### config.mk
export PLATFORM = sky130hd
export DESIGN_NAME = script_source_tokenizer_unit
export DESIGN_NICKNAME = d
export VERILOG_FILES = /design/src/rtl/sst_pkg.sv /design/src/rtl/sst_core.sv /design/src/rtl/sst_fifo.sv /design/src/rtl/script_source_tokenizer_unit.sv
export VERILOG_INCLUDE_DIRS = /design/src /design/src/rtl
export SDC_FILE = /design/constraint.sdc
export NUM_CORES = 1
export LEC_CHECK = 0
export ABC_AREA = 1
export BUFFER_PORTS_ARGS = -buffer_cell sky130_fd_sc_hd__clkbuf_2
export CORE_MARGIN = 5
export CORE_UTILIZATION = 50
export CTS_BUF_LIST = sky130_fd_sc_hd__clkbuf_8 sky130_fd_sc_hd__clkbuf_16
export DETAILED_ROUTE_END_ITERATION = 8
export GPL_ROUTABILITY_DRIVEN = 0
export PLACE_DENSITY = 0.66
export SLEW_MARGIN = 20
export SYNTH_ARGS = -nofsm -noshare
export SYNTH_HDL_FRONTEND = slang
export SYNTH_SLANG_ARGS = --single-unit
### constraint.sdc
create_clock -name clk -period 6.2 [get_ports clk]
set_input_delay 1.86 -clock clk [delete_from_list [all_inputs] [get_ports clk]]
set_output_delay 1.86 -clock clk [all_outputs]
set_load 0.02 [all_outputs]
### src/rtl/script_source_tokenizer_unit_macros.svh
// Assertion macros shared by the tokenizer RTL
`ifndef SCRIPT_SOURCE_TOKENIZER_UNIT_MACROS_SVH
`define SCRIPT_SOURCE_TOKENIZER_UNIT_MACROS_SVH

// Same-cycle implication, sampled on clk, off during reset
`define SST_ASSERT_NOW(label, ante, cons, msg) \
    label: assert property (@(posedge clk) disable iff (!rst_n) (ante) |-> (cons)) \
        else $error(msg);

// Next-cycle implication, sampled on clk, off during reset
`define SST_ASSERT_NEXT(label, ante, cons, msg) \
    label: assert property (@(posedge clk) disable iff (!rst_n) (ante) |=> (cons)) \
        else $error(msg);

`endif

### src/rtl/sst_pkg.sv
// Types, codes and lookup functions of the source tokenizer
`timescale 1ns / 1ps
package sst_pkg;

    typedef enum logic [3:0] {
        MODE_IDLE  = 4'd0,
        MODE_OP    = 4'd1,
        MODE_IDENT = 4'd2,
        MODE_NUM   = 4'd3,
        MODE_STR   = 4'd4,
        MODE_LINE  = 4'd5,
        MODE_BLOCK = 4'd6
    } scan_mode_t;

    // Token kinds
    localparam logic [5:0] KIND_ERROR  = 6'd0;
    localparam logic [5:0] KIND_NUMBER = 6'd1;
    localparam logic [5:0] KIND_IDENT  = 6'd2;
    localparam logic [5:0] KIND_NULL   = 6'd3;
    localparam logic [5:0] KIND_FUNC   = 6'd4;
    localparam logic [5:0] KIND_RETURN = 6'd5;
    localparam logic [5:0] KIND_CONT   = 6'd6;
    localparam logic [5:0] KIND_BREAK  = 6'd7;
    localparam logic [5:0] KIND_VAR    = 6'd8;
    localparam logic [5:0] KIND_IF     = 6'd9;
    localparam logic [5:0] KIND_ELSE   = 6'd10;
    localparam logic [5:0] KIND_LPAREN = 6'd11;
    localparam logic [5:0] KIND_RPAREN = 6'd12;
    localparam logic [5:0] KIND_LBRACE = 6'd13;
    localparam logic [5:0] KIND_RBRACE = 6'd14;
    localparam logic [5:0] KIND_LBRACK = 6'd15;
    localparam logic [5:0] KIND_RBRACK = 6'd16;
    localparam logic [5:0] KIND_ASSIGN = 6'd17;
    localparam logic [5:0] KIND_EQ     = 6'd18;
    localparam logic [5:0] KIND_PLUS   = 6'd19;
    localparam logic [5:0] KIND_MINUS  = 6'd20;
    localparam logic [5:0] KIND_SLASH  = 6'd21;
    localparam logic [5:0] KIND_STAR   = 6'd22;
    localparam logic [5:0] KIND_PCT    = 6'd23;
    localparam logic [5:0] KIND_LT     = 6'd24;
    localparam logic [5:0] KIND_GT     = 6'd25;
    localparam logic [5:0] KIND_LE     = 6'd26;
    localparam logic [5:0] KIND_GE     = 6'd27;
    localparam logic [5:0] KIND_NE     = 6'd28;
    localparam logic [5:0] KIND_COMMA  = 6'd29;
    localparam logic [5:0] KIND_SEMI   = 6'd30;
    localparam logic [5:0] KIND_FOR    = 6'd31;
    localparam logic [5:0] KIND_WHILE  = 6'd32;
    localparam logic [5:0] KIND_STRING = 6'd33;
    localparam logic [5:0] KIND_AND    = 6'd34;
    localparam logic [5:0] KIND_OR     = 6'd35;
    localparam logic [5:0] KIND_DOT    = 6'd36;
    localparam logic [5:0] KIND_EOF    = 6'd37;

    // Error codes
    localparam logic [1:0] ERR_NONE     = 2'd0;
    localparam logic [1:0] ERR_UNEXPECT = 2'd1;
    localparam logic [1:0] ERR_UNTERM   = 2'd2;
    localparam logic [1:0] ERR_DOT      = 2'd3;

    // Character codes
    localparam logic [7:0] CH_TAB   = 8'h09;
    localparam logic [7:0] CH_LF    = 8'h0A;
    localparam logic [7:0] CH_CR    = 8'h0D;
    localparam logic [7:0] CH_SP    = 8'h20;
    localparam logic [7:0] CH_BANG  = 8'h21;
    localparam logic [7:0] CH_QUOTE = 8'h22;
    localparam logic [7:0] CH_AMP   = 8'h26;
    localparam logic [7:0] CH_STAR  = 8'h2A;
    localparam logic [7:0] CH_DOT   = 8'h2E;
    localparam logic [7:0] CH_SLASH = 8'h2F;
    localparam logic [7:0] CH_LT    = 8'h3C;
    localparam logic [7:0] CH_EQ    = 8'h3D;
    localparam logic [7:0] CH_GT    = 8'h3E;
    localparam logic [7:0] CH_UNDER = 8'h5F;
    localparam logic [7:0] CH_BAR   = 8'h7C;

    localparam int RESULT_BITS = 80;

    typedef struct packed {
        logic        last;
        logic [1:0]  err;
        logic [15:0] col;
        logic [15:0] line;
        logic [15:0] len;
        logic [23:0] pos;
        logic [5:0]  kind;
    } result_t;

    function automatic result_t make_result(input logic [5:0] kind, input logic [23:0] pos,
                                            input logic [15:0] len, input logic [15:0] line,
                                            input logic [15:0] col, input logic [1:0] err);
        result_t r;
        r.kind = kind;
        r.pos  = pos;
        r.len  = len;
        r.line = line;
        r.col  = col;
        r.err  = err;
        r.last = 1'b0;
        return r;
    endfunction

    function automatic logic [15:0] sat_inc(input logic [15:0] v);
        return (v == 16'hFFFF) ? v : v + 16'd1;
    endfunction

    // Kind of a one-byte punctuation token, KIND_ERROR when none
    function automatic logic [5:0] single_kind(input logic [7:0] c);
        case (c)
            8'h2B:   return KIND_PLUS;
            8'h2D:   return KIND_MINUS;
            CH_SLASH: return KIND_SLASH;
            CH_STAR: return KIND_STAR;
            8'h25:   return KIND_PCT;
            CH_EQ:   return KIND_ASSIGN;
            CH_LT:   return KIND_LT;
            CH_GT:   return KIND_GT;
            CH_DOT:  return KIND_DOT;
            8'h2C:   return KIND_COMMA;
            8'h3B:   return KIND_SEMI;
            8'h28:   return KIND_LPAREN;
            8'h29:   return KIND_RPAREN;
            8'h7B:   return KIND_LBRACE;
            8'h7D:   return KIND_RBRACE;
            8'h5B:   return KIND_LBRACK;
            8'h5D:   return KIND_RBRACK;
            default: return KIND_ERROR;
        endcase
    endfunction

    // Keyword match on a zero-padded prefix, first byte lowest
    function automatic logic [5:0] ident_kind(input logic [63:0] p, input logic [15:0] len);
        logic [5:0] k;
        k = KIND_IDENT;
        if (len == 16'd3 && p == 64'h0000_0000_0072_6176) k = KIND_VAR;
        if (len == 16'd4 && p == 64'h0000_0000_636E_7566) k = KIND_FUNC;
        if (len == 16'd2 && p == 64'h0000_0000_0000_6669) k = KIND_IF;
        if (len == 16'd4 && p == 64'h0000_0000_6573_6C65) k = KIND_ELSE;
        if (len == 16'd3 && p == 64'h0000_0000_0072_6F66) k = KIND_FOR;
        if (len == 16'd5 && p == 64'h0000_0065_6C69_6877) k = KIND_WHILE;
        if (len == 16'd6 && p == 64'h0000_6E72_7574_6572) k = KIND_RETURN;
        if (len == 16'd8 && p == 64'h6575_6E69_746E_6F63) k = KIND_CONT;
        if (len == 16'd5 && p == 64'h0000_006B_6165_7262) k = KIND_BREAK;
        if (len == 16'd4 && p == 64'h0000_0000_6C6C_756E) k = KIND_NULL;
        return k;
    endfunction

endpackage

### src/rtl/sst_core.sv
// Scanner state and per-byte token decisions, up to two results per transaction
`timescale 1ns / 1ps
module sst_core #(
    parameter int MAX_NEST_DEPTH = 63,
    parameter int POSITION_BITS  = 24,
    parameter int KEYWORD_BYTES  = 8
) (
    input  logic             clk,
    input  logic             rst_n,
    input  logic             take,
    input  logic [7:0]       in_byte,
    input  logic             in_end,
    output sst_pkg::result_t res0,
    output sst_pkg::result_t res1,
    output logic [1:0]       res_cnt
);
    import sst_pkg::*;
    `include "script_source_tokenizer_unit_macros.svh"

    localparam int DW = $clog2(MAX_NEST_DEPTH + 1);
    localparam int PW = KEYWORD_BYTES * 8;

    scan_mode_t               mode_reg, mode_next;
    logic [7:0]               pend_reg, pend_next;
    logic [DW-1:0]            depth_reg, depth_next;
    logic [15:0]              line_reg, line_next, col_reg, col_next;
    logic [POSITION_BITS-1:0] pos_reg, pos_next, tpos_reg, tpos_next;
    logic [15:0]              tline_reg, tline_next, tcol_reg, tcol_next;
    logic [PW-1:0]            prefix_reg, prefix_next;
    logic [15:0]              len_reg, len_next;
    logic                     dot_reg, dot_next, halt_reg, halt_next;

    // Byte classes
    logic c_ws, c_opst, c_alpha, c_digit;
    logic [5:0] c_single;
    assign c_ws    = in_byte == CH_CR || in_byte == CH_LF || in_byte == CH_SP
                     || in_byte == CH_TAB;
    assign c_opst  = in_byte == CH_SLASH || in_byte == CH_GT || in_byte == CH_LT
                     || in_byte == CH_EQ || in_byte == CH_BANG || in_byte == CH_AMP
                     || in_byte == CH_BAR;
    assign c_alpha = (in_byte >= 8'h41 && in_byte <= 8'h5A)
                     || (in_byte >= 8'h61 && in_byte <= 8'h7A);
    assign c_digit = in_byte >= 8'h30 && in_byte <= 8'h39;
    assign c_single = single_kind(in_byte);

    // Token held in IDENT, NUM or OP mode
    logic [5:0] fl_kind;
    logic       fl_err;
    result_t    fl_res;
    always_comb
    begin
        fl_kind = KIND_NUMBER;
        fl_err  = 1'b0;
        if (mode_reg == MODE_IDENT)
            fl_kind = ident_kind(prefix_reg[63:0], len_reg);
        else if (mode_reg == MODE_OP)
        begin
            fl_kind = single_kind(pend_reg);
            fl_err  = fl_kind == KIND_ERROR;
        end
        fl_res = make_result(fl_kind, 24'(tpos_reg),
                             (mode_reg == MODE_OP) ? 16'd1 : len_reg,
                             tline_reg, tcol_reg, fl_err ? ERR_UNEXPECT : ERR_NONE);
    end

    // Byte seen between tokens
    logic       fr_err, fr_emit;
    result_t    fr_res;
    assign fr_err  = !c_ws && !c_opst && c_single == KIND_ERROR && !c_alpha && !c_digit
                     && in_byte != CH_QUOTE;
    assign fr_emit = fr_err || (!c_ws && !c_opst && c_single != KIND_ERROR);
    assign fr_res  = make_result(c_single, 24'(pos_reg), 16'd1, line_reg, col_reg,
                                 fr_err ? ERR_UNEXPECT : ERR_NONE);

    // Per-byte state update
    logic    do_flush, do_fresh, one_emit;
    result_t one_res;
    logic    id_cont;
    logic [5:0] pair_kind;
    assign id_cont = c_alpha || c_digit || in_byte == CH_UNDER;

    always_comb
    begin
        mode_next   = mode_reg;
        pend_next   = pend_reg;
        depth_next  = depth_reg;
        line_next   = line_reg;
        col_next    = col_reg;
        pos_next    = pos_reg;
        tpos_next   = tpos_reg;
        tline_next  = tline_reg;
        tcol_next   = tcol_reg;
        prefix_next = prefix_reg;
        len_next    = len_reg;
        dot_next    = dot_reg;
        halt_next   = halt_reg;
        do_flush    = 1'b0;
        do_fresh    = 1'b0;
        one_emit    = 1'b0;
        one_res     = fr_res;
        pair_kind   = KIND_ERROR;
        res0        = fr_res;
        res1        = fr_res;
        res_cnt     = 2'd0;

        if (take && !halt_reg && in_end)
        begin
            halt_next = 1'b1;
            if (mode_reg == MODE_STR)
            begin
                res0 = make_result(KIND_ERROR, 24'(tpos_reg), 16'd0, tline_reg, tcol_reg,
                                   ERR_UNTERM);
                res_cnt = 2'd1;
            end
            else if (mode_reg == MODE_IDENT || mode_reg == MODE_NUM || mode_reg == MODE_OP)
            begin
                res0 = fl_res;
                res1 = make_result(KIND_EOF, 24'(pos_reg), 16'd0, line_reg, col_reg,
                                   ERR_NONE);
                res_cnt = fl_err ? 2'd1 : 2'd2;
            end
            else
            begin
                res0 = make_result(KIND_EOF, 24'(pos_reg), 16'd0, line_reg, col_reg,
                                   ERR_NONE);
                res_cnt = 2'd1;
            end
        end
        else if (take && !halt_reg)
        begin
            case (mode_reg)
                MODE_OP:
                begin
                    if (in_byte == CH_EQ)
                    begin
                        if (pend_reg == CH_GT) pair_kind = KIND_GE;
                        else if (pend_reg == CH_LT) pair_kind = KIND_LE;
                        else if (pend_reg == CH_EQ) pair_kind = KIND_EQ;
                        else if (pend_reg == CH_BANG) pair_kind = KIND_NE;
                    end
                    else if (in_byte == CH_AMP && pend_reg == CH_AMP) pair_kind = KIND_AND;
                    else if (in_byte == CH_BAR && pend_reg == CH_BAR) pair_kind = KIND_OR;

                    if (pend_reg == CH_SLASH && in_byte == CH_SLASH)
                    begin
                        mode_next = MODE_LINE;
                        pend_next = 8'd0;
                    end
                    else if (pend_reg == CH_SLASH && in_byte == CH_STAR)
                    begin
                        mode_next  = MODE_BLOCK;
                        depth_next = DW'(1);
                        pend_next  = 8'd0;
                    end
                    else if (pair_kind != KIND_ERROR)
                    begin
                        one_emit  = 1'b1;
                        one_res   = make_result(pair_kind, 24'(tpos_reg), 16'd2, tline_reg,
                                                tcol_reg, ERR_NONE);
                        mode_next = MODE_IDLE;
                        pend_next = 8'd0;
                    end
                    else
                    begin
                        do_flush = 1'b1;
                        do_fresh = !fl_err;
                    end
                end
                MODE_IDENT:
                begin
                    if (id_cont)
                    begin
                        for (int i = 0; i < KEYWORD_BYTES; i++)
                        begin
                            if (len_reg == 16'(i))
                                prefix_next[i*8 +: 8] = in_byte;
                        end
                        len_next = sat_inc(len_reg);
                    end
                    else
                    begin
                        do_flush = 1'b1;
                        do_fresh = 1'b1;
                    end
                end
                MODE_NUM:
                begin
                    if (c_digit)
                        len_next = sat_inc(len_reg);
                    else if (in_byte == CH_DOT && dot_reg)
                    begin
                        halt_next = 1'b1;
                        one_emit  = 1'b1;
                        one_res   = make_result(KIND_ERROR, 24'(pos_reg), 16'd0, line_reg,
                                                col_reg, ERR_DOT);
                    end
                    else if (in_byte == CH_DOT)
                    begin
                        dot_next = 1'b1;
                        len_next = sat_inc(len_reg);
                    end
                    else
                    begin
                        do_flush = 1'b1;
                        do_fresh = 1'b1;
                    end
                end
                MODE_STR:
                begin
                    if (in_byte == CH_QUOTE)
                    begin
                        one_emit  = 1'b1;
                        one_res   = make_result(KIND_STRING, 24'(tpos_reg), len_reg,
                                                tline_reg, tcol_reg, ERR_NONE);
                        mode_next = MODE_IDLE;
                    end
                    else
                        len_next = sat_inc(len_reg);
                end
                MODE_LINE:
                begin
                    if (in_byte == CH_LF)
                        mode_next = MODE_IDLE;
                end
                MODE_BLOCK:
                begin
                    if (pend_reg == CH_SLASH && in_byte == CH_STAR)
                    begin
                        if (depth_reg < DW'(MAX_NEST_DEPTH))
                            depth_next = depth_reg + DW'(1);
                        pend_next = 8'd0;
                    end
                    else if (pend_reg == CH_STAR && in_byte == CH_SLASH)
                    begin
                        if (depth_reg != '0)
                            depth_next = depth_reg - DW'(1);
                        pend_next = 8'd0;
                        if (depth_reg <= DW'(1))
                            mode_next = MODE_IDLE;
                    end
                    else
                        pend_next = (in_byte == CH_SLASH || in_byte == CH_STAR)
                                    ? in_byte : 8'd0;
                end
                default:
                    do_fresh = 1'b1;
            endcase

            // Flush first, then treat the byte as a fresh start
            if (do_flush)
            begin
                mode_next = MODE_IDLE;
                pend_next = 8'd0;
                if (fl_err)
                    halt_next = 1'b1;
            end
            if (do_fresh)
            begin
                pend_next  = c_opst ? in_byte : 8'd0;
                tpos_next  = pos_reg;
                tline_next = line_reg;
                tcol_next  = col_reg;
                len_next   = 16'd0;
                if (fr_err)
                    halt_next = 1'b1;
                if (c_ws || fr_emit)
                    mode_next = MODE_IDLE;
                else if (c_opst)
                    mode_next = MODE_OP;
                else if (c_alpha)
                begin
                    mode_next          = MODE_IDENT;
                    prefix_next        = '0;
                    prefix_next[7:0]   = in_byte;
                    len_next           = 16'd1;
                end
                else if (c_digit)
                begin
                    mode_next = MODE_NUM;
                    dot_next  = 1'b0;
                    len_next  = 16'd1;
                end
                else
                begin
                    mode_next = MODE_STR;
                    tpos_next = pos_reg + POSITION_BITS'(1);
                end
            end

            // Gather results in order
            if (one_emit)
            begin
                res0    = one_res;
                res_cnt = 2'd1;
            end
            else if (do_flush)
            begin
                res0    = fl_res;
                res1    = fr_res;
                res_cnt = (do_fresh && fr_emit) ? 2'd2 : 2'd1;
            end
            else if (do_fresh && fr_emit)
            begin
                res0    = fr_res;
                res_cnt = 2'd1;
            end

            // Position, line and column counters
            pos_next = pos_reg + POSITION_BITS'(1);
            if (in_byte == CH_LF)
            begin
                line_next = sat_inc(line_reg);
                col_next  = 16'd1;
            end
            else if (in_byte != CH_CR)
                col_next = sat_inc(col_reg);
        end

        res0.last = res_cnt == 2'd1;
        res1.last = 1'b1;
    end

    // State registers
    always_ff @(posedge clk or negedge rst_n)
    begin
        if (!rst_n)
        begin
            mode_reg   <= MODE_IDLE;
            pend_reg   <= 8'd0;
            depth_reg  <= '0;
            line_reg   <= 16'd1;
            col_reg    <= 16'd1;
            pos_reg    <= '0;
            tpos_reg   <= '0;
            tline_reg  <= 16'd1;
            tcol_reg   <= 16'd1;
            prefix_reg <= '0;
            len_reg    <= 16'd0;
            dot_reg    <= 1'b0;
            halt_reg   <= 1'b0;
        end
        else
        begin
            mode_reg   <= mode_next;
            pend_reg   <= pend_next;
            depth_reg  <= depth_next;
            line_reg   <= line_next;
            col_reg    <= col_next;
            pos_reg    <= pos_next;
            tpos_reg   <= tpos_next;
            tline_reg  <= tline_next;
            tcol_reg   <= tcol_next;
            prefix_reg <= prefix_next;
            len_reg    <= len_next;
            dot_reg    <= dot_next;
            halt_reg   <= halt_next;
        end
    end

    // Checks
    `SST_ASSERT_NEXT(a_halt_sticky, halt_reg, halt_reg, "halt flag cleared without reset")
    `SST_ASSERT_NOW(a_depth_max, 1'b1, depth_reg <= DW'(MAX_NEST_DEPTH), "depth over maximum")
    `SST_ASSERT_NOW(a_no_res_halted, halt_reg || !take, res_cnt == 2'd0, "result while halted")
    `SST_ASSERT_NEXT(a_end_halts, take && in_end, halt_reg, "end of input did not halt")

endmodule

### src/rtl/sst_fifo.sv
// Four-entry result queue, up to two writes and one read per cycle
`timescale 1ns / 1ps
module sst_fifo (
    input  logic             clk,
    input  logic             rst_n,
    input  sst_pkg::result_t wr0,
    input  sst_pkg::result_t wr1,
    input  logic [1:0]       wr_cnt,
    output logic             room,
    output sst_pkg::result_t rd,
    output logic             rd_valid,
    input  logic             rd_take
);
    import sst_pkg::*;
    `include "script_source_tokenizer_unit_macros.svh"

    result_t    mem [4];
    logic [1:0] wp_reg, wp_next, rp_reg, rp_next;
    logic [2:0] cnt_reg, cnt_next;
    logic       pop;

    assign pop      = rd_take && cnt_reg != 3'd0;
    assign room     = cnt_reg <= 3'd2;
    assign rd_valid = cnt_reg != 3'd0;
    assign rd       = mem[rp_reg];

    // Pointer and fill count update
    always_comb
    begin
        wp_next  = wp_reg + wr_cnt;
        rp_next  = rp_reg + {1'b0, pop};
        cnt_next = cnt_reg + {1'b0, wr_cnt} - {2'b00, pop};
    end

    always_ff @(posedge clk or negedge rst_n)
    begin
        if (!rst_n)
        begin
            wp_reg  <= 2'd0;
            rp_reg  <= 2'd0;
            cnt_reg <= 3'd0;
        end
        else
        begin
            wp_reg  <= wp_next;
            rp_reg  <= rp_next;
            cnt_reg <= cnt_next;
        end
    end

    // Entry storage
    always_ff @(posedge clk)
    begin
        if (wr_cnt != 2'd0)
            mem[wp_reg] <= wr0;
        if (wr_cnt == 2'd2)
            mem[wp_reg + 2'd1] <= wr1;
    end

    // Checks
    `SST_ASSERT_NOW(a_cnt_max, 1'b1, cnt_reg <= 3'd4, "queue count over depth")
    `SST_ASSERT_NOW(a_no_overflow, wr_cnt == 2'd2, cnt_reg <= 3'd2, "queue overflow")
    `SST_ASSERT_NEXT(a_ptr_track, 1'b1, wp_reg - rp_reg == cnt_reg[1:0],
                     "pointers disagree with count")

endmodule

### src/rtl/script_source_tokenizer_unit.sv
// Top level of the streaming source tokenizer
`timescale 1ns / 1ps
// Takes one source byte per cycle on the slave side while s_tready is high
// (s_tlast marks end of input) and emits tokens on the master side, each
// with kind, start byte position, length, start line and column. A byte can
// give up to two tokens (a finished token plus the one the byte starts); they
// queue in a four-entry result buffer that drains one per cycle while
// m_tready is high, and s_tready drops only while the buffer holds more than
// two entries. After an error or end of input, bytes are still taken but
// give no token until reset.
module script_source_tokenizer_unit #(
    parameter int MAX_NEST_DEPTH = 63,
    parameter int POSITION_BITS  = 24,
    parameter int KEYWORD_BYTES  = 8
) (
    input  logic        clk,
    input  logic        rst_n,
    input  logic        s_tvalid,
    output logic        s_tready,
    input  logic [7:0]  s_tdata,   // in_byte
    input  logic        s_tlast,   // end_of_input
    output logic        m_tvalid,
    input  logic        m_tready,
    output logic [79:0] m_tdata,   // token_kind, start_position, token_length,
                                   // start_line, start_column, error_code
    output logic        m_tlast    // last_of_run
);
    import sst_pkg::*;

    result_t    r0, r1, head;
    logic [1:0] r_cnt;
    logic       take;

    assign take = s_tvalid && s_tready;

    sst_core #(
        .MAX_NEST_DEPTH(MAX_NEST_DEPTH),
        .POSITION_BITS (POSITION_BITS),
        .KEYWORD_BYTES (KEYWORD_BYTES)
    ) u_core (
        .clk    (clk),
        .rst_n  (rst_n),
        .take   (take),
        .in_byte(s_tdata),
        .in_end (s_tlast),
        .res0   (r0),
        .res1   (r1),
        .res_cnt(r_cnt)
    );

    sst_fifo u_fifo (
        .clk     (clk),
        .rst_n   (rst_n),
        .wr0     (r0),
        .wr1     (r1),
        .wr_cnt  (r_cnt),
        .room    (s_tready),
        .rd      (head),
        .rd_valid(m_tvalid),
        .rd_take (m_tready)
    );

    // Pack result fields, first field lowest
    assign m_tdata = {head.err, head.col, head.line, head.len, head.pos, head.kind};
    assign m_tlast = head.last;

endmodule
==> impl.org, run 1 <==
** Run status
- The run finished with clean final reports.

** Global routing
- Wire length of the first global-routing pass :: between 150000 and 200000 µm
- The number of global-route vias before repair came to roughly 33000.
- Entering global routing, the biggest net connects 127 pins.
- Leftover overflow at the end of global routing :: 0
- GRT Overall Usage :: 29.55%
- Antenna violations before repair :: 0

** Logic synthesis
- Synth Warn # :: 0
- Counting flops and latches in the post-synthesis netlist gives 542.
- Averaged over all synthesized cells, the footprint is 6.858 µm².
- Synthesized Nets :: ~5300
- Part of the Yosys area used for sequential elements :: around two fifths
- Number of standard cells after synthesis :: around 5200
- The cell area that synthesis handed to floorplanning was 0.03596 mm².
- The synthesized netlist contains 57 unique library cells.

** CTS
- Clock tree synthesis selected as its root buffer the cell clkbuf_16.
- Setup bufs post-CTS :: 0
- Clk buf depth :: 3
- Depth of the CTS H-tree :: 2
- CTS Hold Bufs :: 0
- Clock latency on the worst-skew pair, taken at its later pin, is ~650 ps.
- The clock net in this run drives a total of ~540 sinks.
- CTS Buf Count :: 61
- Resized cells post-CTS :: 0
- TritonCTS clock tree :: yes
- Clock input transition at the sequential cells of the worst setup and hold paths :: around 60 ps

** Setup path
- By startpoint and endpoint, the worst setup path is classified as in -> reg.
- Startpoint class of the critical path :: input port
- In this run the critical register-to-register path is launched from u_core.mode_reg[0].
- Slack of the worst reg-to-reg path :: around 1900 ps
- Critical path capture point type :: flip-flop
- Data on the critical path arrives at its endpoint at approximately 5700 ps.
- Critical register-to-register path endpoint :: u_fifo.mem[0][66]
- Data required time at the worst endpoint :: ~6600 ps
- Measured in cells, the most critical reg-to-reg path has a length of 21.
- Largest fanout of any net on the critical path :: 32

** Floorplan
- For this configuration, the core starts out at a cell density of approximately 50%.
- 96 I/O pins were placed.
- Die X-Extent :: roughly 280 µm
- In this run the core area contains 98 standard-cell rows.
- Area enclosed by the die boundary :: a little under 0.08 mm²
- The floorplan step set the die height to ~280 µm.
- The core region is approximately 0.07 mm².

** Layout
- Of the cells placed in the final design, the portion with a size suffix greater than 1 is under 10%.
- Final Net Count :: 5133
- Compared with the post-synthesis result, the final layout area differs by 7.769%.
- The register with the most flip-flops in the layout has roughly 320 of them.
- Number of fillers in the final layout :: between 6000 and 7000
- For this run, the share of the core covered by cells in the final layout is 54.31%.
- Antenna fix cells :: 0

** STA
- At the pin with the least slew margin, the transition time is about 1100 ps.
- Setup violations remaining at the end of the flow were counted as 0.
- Setup Total Neg Slack :: 0 ps
- The number of pins exceeding their max-slew limit in the final report is 0.
- Setup repair after global routing missed its margin :: false
- Final hold violation count :: 0
- For the final database, setup skew stands at 20.39 ps.
- Static timing analysis puts the maximum clock frequency at between 150 and 200 MHz.
- Counting I/O delays and the setup requirement, the final critical path takes 5315 ps.
- Slew margin rel. :: 26.43%
- In the finished design, the share of the clock period the worst path needs comes to 85.73%.

** Worst hold path
- Min-Delay Path Class :: reg -> reg
- Hold worst-path end :: u_fifo.mem[2][80]
- Hold path depth :: 2
- The startpoint identified for the worst hold timing path is u_fifo.mem[2][80].

** Pwr
- VDD IR max :: approximately 280 µV
- In this run the static leakage power is approximately 18 nW.
- In this run the power density over the cells is approximately 250 mW/mm².

** Route
- For this block, the routed nets add up to ~120000 µm of wire.
- Drt wl/cell :: between 15 and 20 µm
- After the first detailed-routing iteration, the DRC count stood at approximately 4100.
- The count of nets left with antenna violations once routing finished came out at 0.
- In the routed design, unresolved DRC markers number 0.
- The final route contains about 35000 vias.
- The first detailed-routing pass ran for 7 iterations.
- Mean number of vias per cell :: 5.780

** Job
- Number of max-capacitance violations reported :: 0

** Placed design
- Port buffering added 95 buffers.
- The HPWL after detailed placement is ~70000 µm.
[placed cells by master, fill, tap and decap left out, drive strengths merged, types with 4 or more instances in the layout]
cell	n
ha	17
o31ai	15
edfxtp	256
o22ai	68
nor2	591
clkbuf	164
inv	407
xor2	73
nor4	13
nand3b	6
nand3	438
a21oi	142
nand4	29
clkinv	35
a32oi	42
o211ai	62
dfxtp	68
a22oi	17
o21ai	409
dfstp	4
buf	76
mux2i	17
bufinv	5
a221oi	56
nand2	1859
nor3	50
dfrtp	214
[critical path: stages]
cell and delay, ps:
clkbuf_2 220, inv_1 130, nand3_1 340, nor2_2 120, nand2_1 120, nand2_1 70, nor2_1 230, nand3_2 150
nand2_4 110, o21ai_2 80, nand2_2 70, clkinv_1 90, nor3_1 200, ha_1 270, nor2_1 90, nand2_1 100
nand2_1 140, nand3_4 160, nand2_2 110, buf_4 370, nand2_4 320, buf_12 290
[how the worst max path moves through the flow]
stage                     depth (start not counted)  slack [ps]       start                 to
after CTS                                        22         970  s_tdata[4]  u_fifo.mem[0][69]
after floorplan                                  23           5  s_tdata[5]   u_fifo.mem[2][0]
final                                            22         880  s_tdata[4]  u_fifo.mem[0][66]
after global routing                             22         610  s_tdata[4]  u_fifo.mem[0][66]
after detailed placement                         22         360  s_tdata[4]  u_fifo.mem[0][69]
after global placement                           22         430  s_tdata[4]  u_fifo.mem[0][69]
[layout make-up]
cell class	instances	area (µm²)	share of cell area, %
clock buffer	70	1684	4.345
clock inverter	46	369.1	0.9524
inverter	403	1524	3.932
multi-input combinational	3924	18250	47.10
sequential	542	14510	37.45
tap	950	1189	3.067
timing repair buffer	170	1224	3.157
[cell usage after synthesis, drive strengths merged]
cell / instances / area (µm²)
nor4: 13 / 81.33
buf: 156 / 972.2
clkbuf: 219 / 822.0
ha: 17 / 212.7
a21oi: 142 / 725.7
xor2: 73 / 639.4
dfrtp: 214 / 5355
and2: 1 / 6.260
o31ai: 15 / 112.6
a41oi: 1 / 8.760
o2111ai: 2 / 17.52
a32oi: 42 / 367.9
and3: 2 / 12.51
a22oi: 17 / 127.6
fa: 1 / 20.02
nand3: 438 / 2225
a211oi: 1 / 7.510
or2: 2 / 12.51
o22ai: 68 / 425.4
nor3: 50 / 260.3
o21a: 2 / 15.01
nand2: 1859 / 7091
edfxtp: 256 / 7687
a31oi: 3 / 25.02
dfstp: 4 / 105.1
xnor2: 3 / 26.28
o211ai: 62 / 465.5
nor2: 591 / 2301
o21ai: 409 / 2054
a221oi: 56 / 490.5
mux2i: 17 / 170.2
clkinv: 10 / 37.54
a21boi: 1 / 7.510
inv: 393 / 1478
nand3b: 6 / 45.04
o311ai: 1 / 8.760
dfxtp: 68 / 1361
nand4: 29 / 181.4
[cells by family after synthesis]
family	share of synthesized area (%)
compound gates	13.51
fa+ha+maj	0.6471
buf+inv	9.203
mux	0.4732
flops	40.35
xor+xnor	1.851
simple gates	33.97
[per-stage QoR]
step           instance area (µm²)  std cells  power (mW)  setup WS [ps]  hold WS [ps]
6_report                     38760       6105       9.624          884.8         457.9
5_1_grt                      38760       6105       9.978          606.7         481.2
4_1_cts                      38760       6105       9.685          965.8         454.0
3_5_place_dp                 36700       5989       5.977          361.4         438.9
3_3_place_gp                 36700       5989       5.969          426.6         435.4
2_1_floorplan                35960       5244       5.146          4.770         423.6
[metal layers]
layer,vias to the layer above,GRT usage [%],part of all wire (%)
met1,16450,41.52,43
met2,1707,47.27,45
met3,250,4.328,8.9
met4,0,9.915,3.2
li1,16880,-,-
met5,-,0,0
[power breakdown]
group	switching [mW]	internal (mW)
clock network	1.59	2.14
logic	1.60	0.526
registers	0.0193	3.76
Power figures use the tool's default switching activity.
==> inputs of run 2 (changes only) <==
Settings changed: SYNTH_HIERARCHICAL from default to 1.
==> run 2 against run 1 <==
- area after synthesis decreased by 1.7%
- flip-flop and latch count unchanged
- via count decreased by 4.7%
- core utilization increased by 0.69 points
- register-to-register slack about the same
- combinational power decreased by 8%
- critical endpoint is now u_fifo/mem[3][22]
- largest power group unchanged
==> impl.org, run 2 <==
** Floorplan
- Initial core utilization :: 50.48% (+0.087 points)
- The chip width came to 275.9 µm (-0.82%).
- The area of the core was 0.07003 mm² (-1.9%).
- Top-Level Pins :: 96 (unchanged)
- Height of the die :: 275.9 µm (-0.82%)
- Area enclosed by the die boundary :: 0.07612 mm² (-1.6%)
- Number of core rows :: 97 (-1.0%)

** Route
- Number of iterations in the first detailed-routing pass :: 7 (unchanged)
- Drt wl/cell :: 18.36 µm (-5.3%)
- Final Routed Wirelength :: 107900 µm (-8.8%)
- DRC marker count from the first detailed-route iteration :: 3554 (-13%)
- Number of nets still failing antenna checks after routing :: 0 (unchanged)
- The detailed-route DRC error count was 0 (unchanged).
- Mean number of vias per cell :: 5.724 (-0.98%)
- Via count :: 33640 (-4.7%)

** STA
- The final hold violation count came to 0 (unchanged).
- The period utilization came to 84.15% (-1.6 points).
- Setup repair after global routing missed its margin :: false
- Slack of the critical path :: 982.4 ps (+97.61 ps)
- The actual slew at the worst max-slew pin was 1064 ps (-39.34 ps).
- Total of endpoints with negative setup slack in the final report :: 0 (unchanged)
- The post-route clock skew came to 18.78 ps (-1.608 ps).
- Max Transition Viols Final :: 0 (unchanged)
- The relative slew slack is 29.05% (+2.6 points).
- The timing-limited maximum frequency was 191.7 MHz (+1.9%).
- Time the final worst path needs with I/O delays and setup :: 5218 ps (-97.61 ps)
- Setup Total Neg Slack :: 0 ps (unchanged)

** Global routing
- The number of global-route vias before repair came to 30790 (-6.1%).
- GRT Overall Usage :: 27.88% (-1.7 points)
- The aggregate global routing overflow was 0 (unchanged).
- Wire length of the first global-routing pass :: 170500 µm (-8.7%)
- The largest net degree at the start of global routing is 195 (+54%).
- Antenna violations before repair :: 0 (unchanged)

** Placed design
- Dpl ws :: 427.0 ps (+65.58 ps)
- HPWL after detailed placement :: 70870 µm (+0.58%)
- The total of buffers placed on input and output ports is 95 (unchanged).
- The cell area after placement came to 0.03657 mm² (-0.36%).

** Layout
- The total of fill cells in the finished design came to 6773 (-2.9%).
- The core occupancy in the finished layout was 55.00% (+0.69 points).
- Final design instance area without fill :: 0.03852 mm² (-0.62%)
- Area growth syn-to-layout :: 8.955%
- The net total in the final layout came to 4919 (-4.2%).
- The share of final-layout standard cells stronger than drive strength 1 is 7.493% (+0.30 points).
- Top library cells by usage in the layout, fill and taps aside :: nand2_1 (1315), o21ai_0 (810), nor2_1 (559), inv_1 (437), edfxtp_1 (324)
- The final antenna diode count came to 0 (unchanged).
- The sequential cell area came to 0.01519 mm² (+4.7%).
- The number of flip-flops under the largest register name came to 324 (unchanged).
- Most common cell after layout, fill and taps aside :: nand2_1
- The total area of multi-input combinational cells came to 0.01705 mm² (-6.6%).

** Logic synthesis
- The combined area of all synthesized cells is 0.03535 mm² (-1.7%).
- nand2_1 is the most common cell in the netlist.
- Number of synthesized flops with an enable pin :: 324 (+27%)
- The number of standard cells after synthesis came to 4938 (-5.8%).
- The simple logic cell fraction of the synthesized area is 26.42% (-7.5 points).
- The share of synthesized area occupied by flip-flops and latches is 42.97% (+2.6 points).
- Mapped Avg Cell Area :: 7.159 µm² (+4.4%)
- Fraction of synthesized cell area taken by the top area cell type :: 27.52% (+6.1 points)
- Flip-flop and latch count after synthesis :: 542 (unchanged)
- The fraction of synthesized cell area in xor and xnor cells came to 1.610% (-0.24 points).
- The count of synthesis-stage warnings from yosys was 6 (+6).
- Prevailing post-synth register cell :: edfxtp_1
- Largest cells by area after synthesis :: edfxtp_1 (28%), dfrtp_1 (15%), nand2_1 (14%), o21ai_0 (11%), nor2_1 (6.0%)
- Of all cell types, the one taking the most synthesized area is edfxtp_1.
- Number of distinct library cells after synthesis :: 53 (-7.0%)
- The portion of netlist area occupied by mux cells was 0.02832% (-0.44 points).
- Leading post-synthesis cells by instance count :: nand2_1 (1321), o21ai_0 (810), nor2_1 (562)
- The async set-reset flop share out of synthesis is 40.22% (unchanged).
- The fraction of the mapped netlist area in compound gates was 19.15% (+5.6 points).
- Adder and majority cell fraction of the synthesized area :: 0.5875% (-0.060 points)
- Combinational family with the most area after synthesis :: simple AND/OR/NAND/NOR gates

** Setup path
- Depth of the most critical reg-to-reg path :: 17 (-19%)
- Slack of the worst reg-to-reg path :: 1840 ps (about the same)
- The most critical setup path has its startpoint at s_tdata[3].
- The startpoint identified for the worst register-to-register timing path is u_core/mode_reg[1].
- The worst register-to-register path ends at u_fifo/mem[3][22].
- Largest fanout of any net on the critical path :: 33 (+3.1%)
- Type of the worst setup path :: in -> reg
- The most critical setup path has its endpoint at u_fifo/mem[3][22].
- Data required time at the worst endpoint :: 6510 ps (-70 ps)
- Startpoint class of the critical path :: input port
- Arrival time reported for the critical path endpoint :: 5520 ps (-180 ps)
- The worst setup path is captured at a flip-flop.

** CTS
- The number of clock sinks seen by CTS came to 542 (unchanged).
- TritonCTS built the clock tree.
- CTS Buf Count :: 59 (-3.3%)
- The post-cts resize count was 0 (unchanged).
- The insertion delay to the later sink of the worst-skew pair is 630 ps (-20 ps).
- The hold buffer count at CTS came to 0 (unchanged).
- Clock tree synthesis selected as its root buffer the cell clkbuf_16.
- Depth of the CTS H-tree :: 2 (unchanged)
- The clock transition at the registers of the reported paths came to 60 ps (about the same).
- Setup bufs post-CTS :: 0 (unchanged)
- The clock tree buffer depth is 3 (unchanged).

** Worst hold path
- Min-Delay Path Class :: reg -> reg

** Pwr
- The reported leakage power was 15.79 nW (-10%).
- Power per Cell Area :: 242.3 mW/mm² (-2.4%)
- The worst-case vdd ir drop is 405.1 µV (+42%).
- Post-layout total power :: 9.334 mW (-3.0%)

** Run status
- The run finished with clean final reports.

** Job
- Number of max-capacitance violations reported :: 0 (unchanged)
[run 2: cell types whose count changed in the layout (fill, tap and decap cells not counted), sizes merged, moves of 17 or more]
cell	delta
a32oi	-42
inv	+54
a221oi	-56
nand2	-518
conb	+17
dfxtp	-68
nor3	+20
edfxtp	+68
a21oi	+23
nand3	-225
buf	+20
o21ai	+546
clkinv	-21
nand4	+26
[run 2: final cells by class]
| type | instances | share of cell area, % |
|---|---|---|
| Tap cell | 940 | 3.054 |
| Timing Repair Buffer | 190 | 3.892 |
| Clock inverter | 46 | 1.040 |
| Sequential cell | 542 | 39.45 |
| Clock buffer | 63 | 4.005 |
| Multi-Input combinational cell | 3659 | 44.26 |
| Inverter | 438 | 4.301 |
[run 2: how the worst min path moves through the flow]
stage               depth (start not counted)  slack (ps)             from               to
floorplan                                   2         420  u_core/halt_reg  u_core/halt_reg
global placement                            2         430  u_core/halt_reg  u_core/halt_reg
detailed placement                          2         440  u_core/halt_reg  u_core/halt_reg
CTS                                         2         450  u_core/halt_reg  u_core/halt_reg
global route                                2         490  u_core/halt_reg  u_core/halt_reg
finish                                      2         450  u_core/halt_reg  u_core/halt_reg
[run 2: metrics by stage]
step / std cells / hold WS, ps
2_1_floorplan: 4953 / 421.5
3_3_place_gp: 5769 / 433.9
3_5_place_dp: 5769 / 439.4
4_1_cts: 5878 / 454.9
5_1_grt: 5878 / 494.5
6_report: 5878 / 452.3
[run 2: cell families after synthesis]
logic type,after synthesis
buffers and inverters,752
and+or+nand+nor,2283
xor gates and xnor gates,65
muxes,1
AOI/OAI and AO/OA,1277
other,2
DFF,542
adders and majority gates,16
[run 2: worst max-delay path, stage by stage]
cell and delay [ps]:
clkbuf_2 220, nand2_1 260, inv_2 60, nand2_1 130
nor2_2 90, inv_2 110, nand2_1 80, nor2_1 160
nand3_1 210, nor3_1 250, nand2_1 110, nor2_1 210
ha_1 270, o21ai_0 230, nand2_1 210, nor2_4 250
nand2_4 230, nand2_4 270, buf_12 260
[run 2: power breakdown]
group | leakage [nW] | total (mW) | internal [mW] | switching, mW
Sequential | 4.61 | 3.83 | 3.82 | 0.0171
Clock | 1.04 | 3.54 | 2.07 | 1.47
Combinational | 10.1 | 1.96 | 0.512 | 1.45
Total | 15.8 | 9.33 | 6.40 | 2.94
[run 2: routing by layer]
layer	global-route usage, %	vias to the layer above	wire, µm
met5	0	-	0
met4	8.451	0	3508
met3	4.479	250	8754
met2	44.85	1385	48840
met1	39.14	15700	46800
li1	-	16310	-
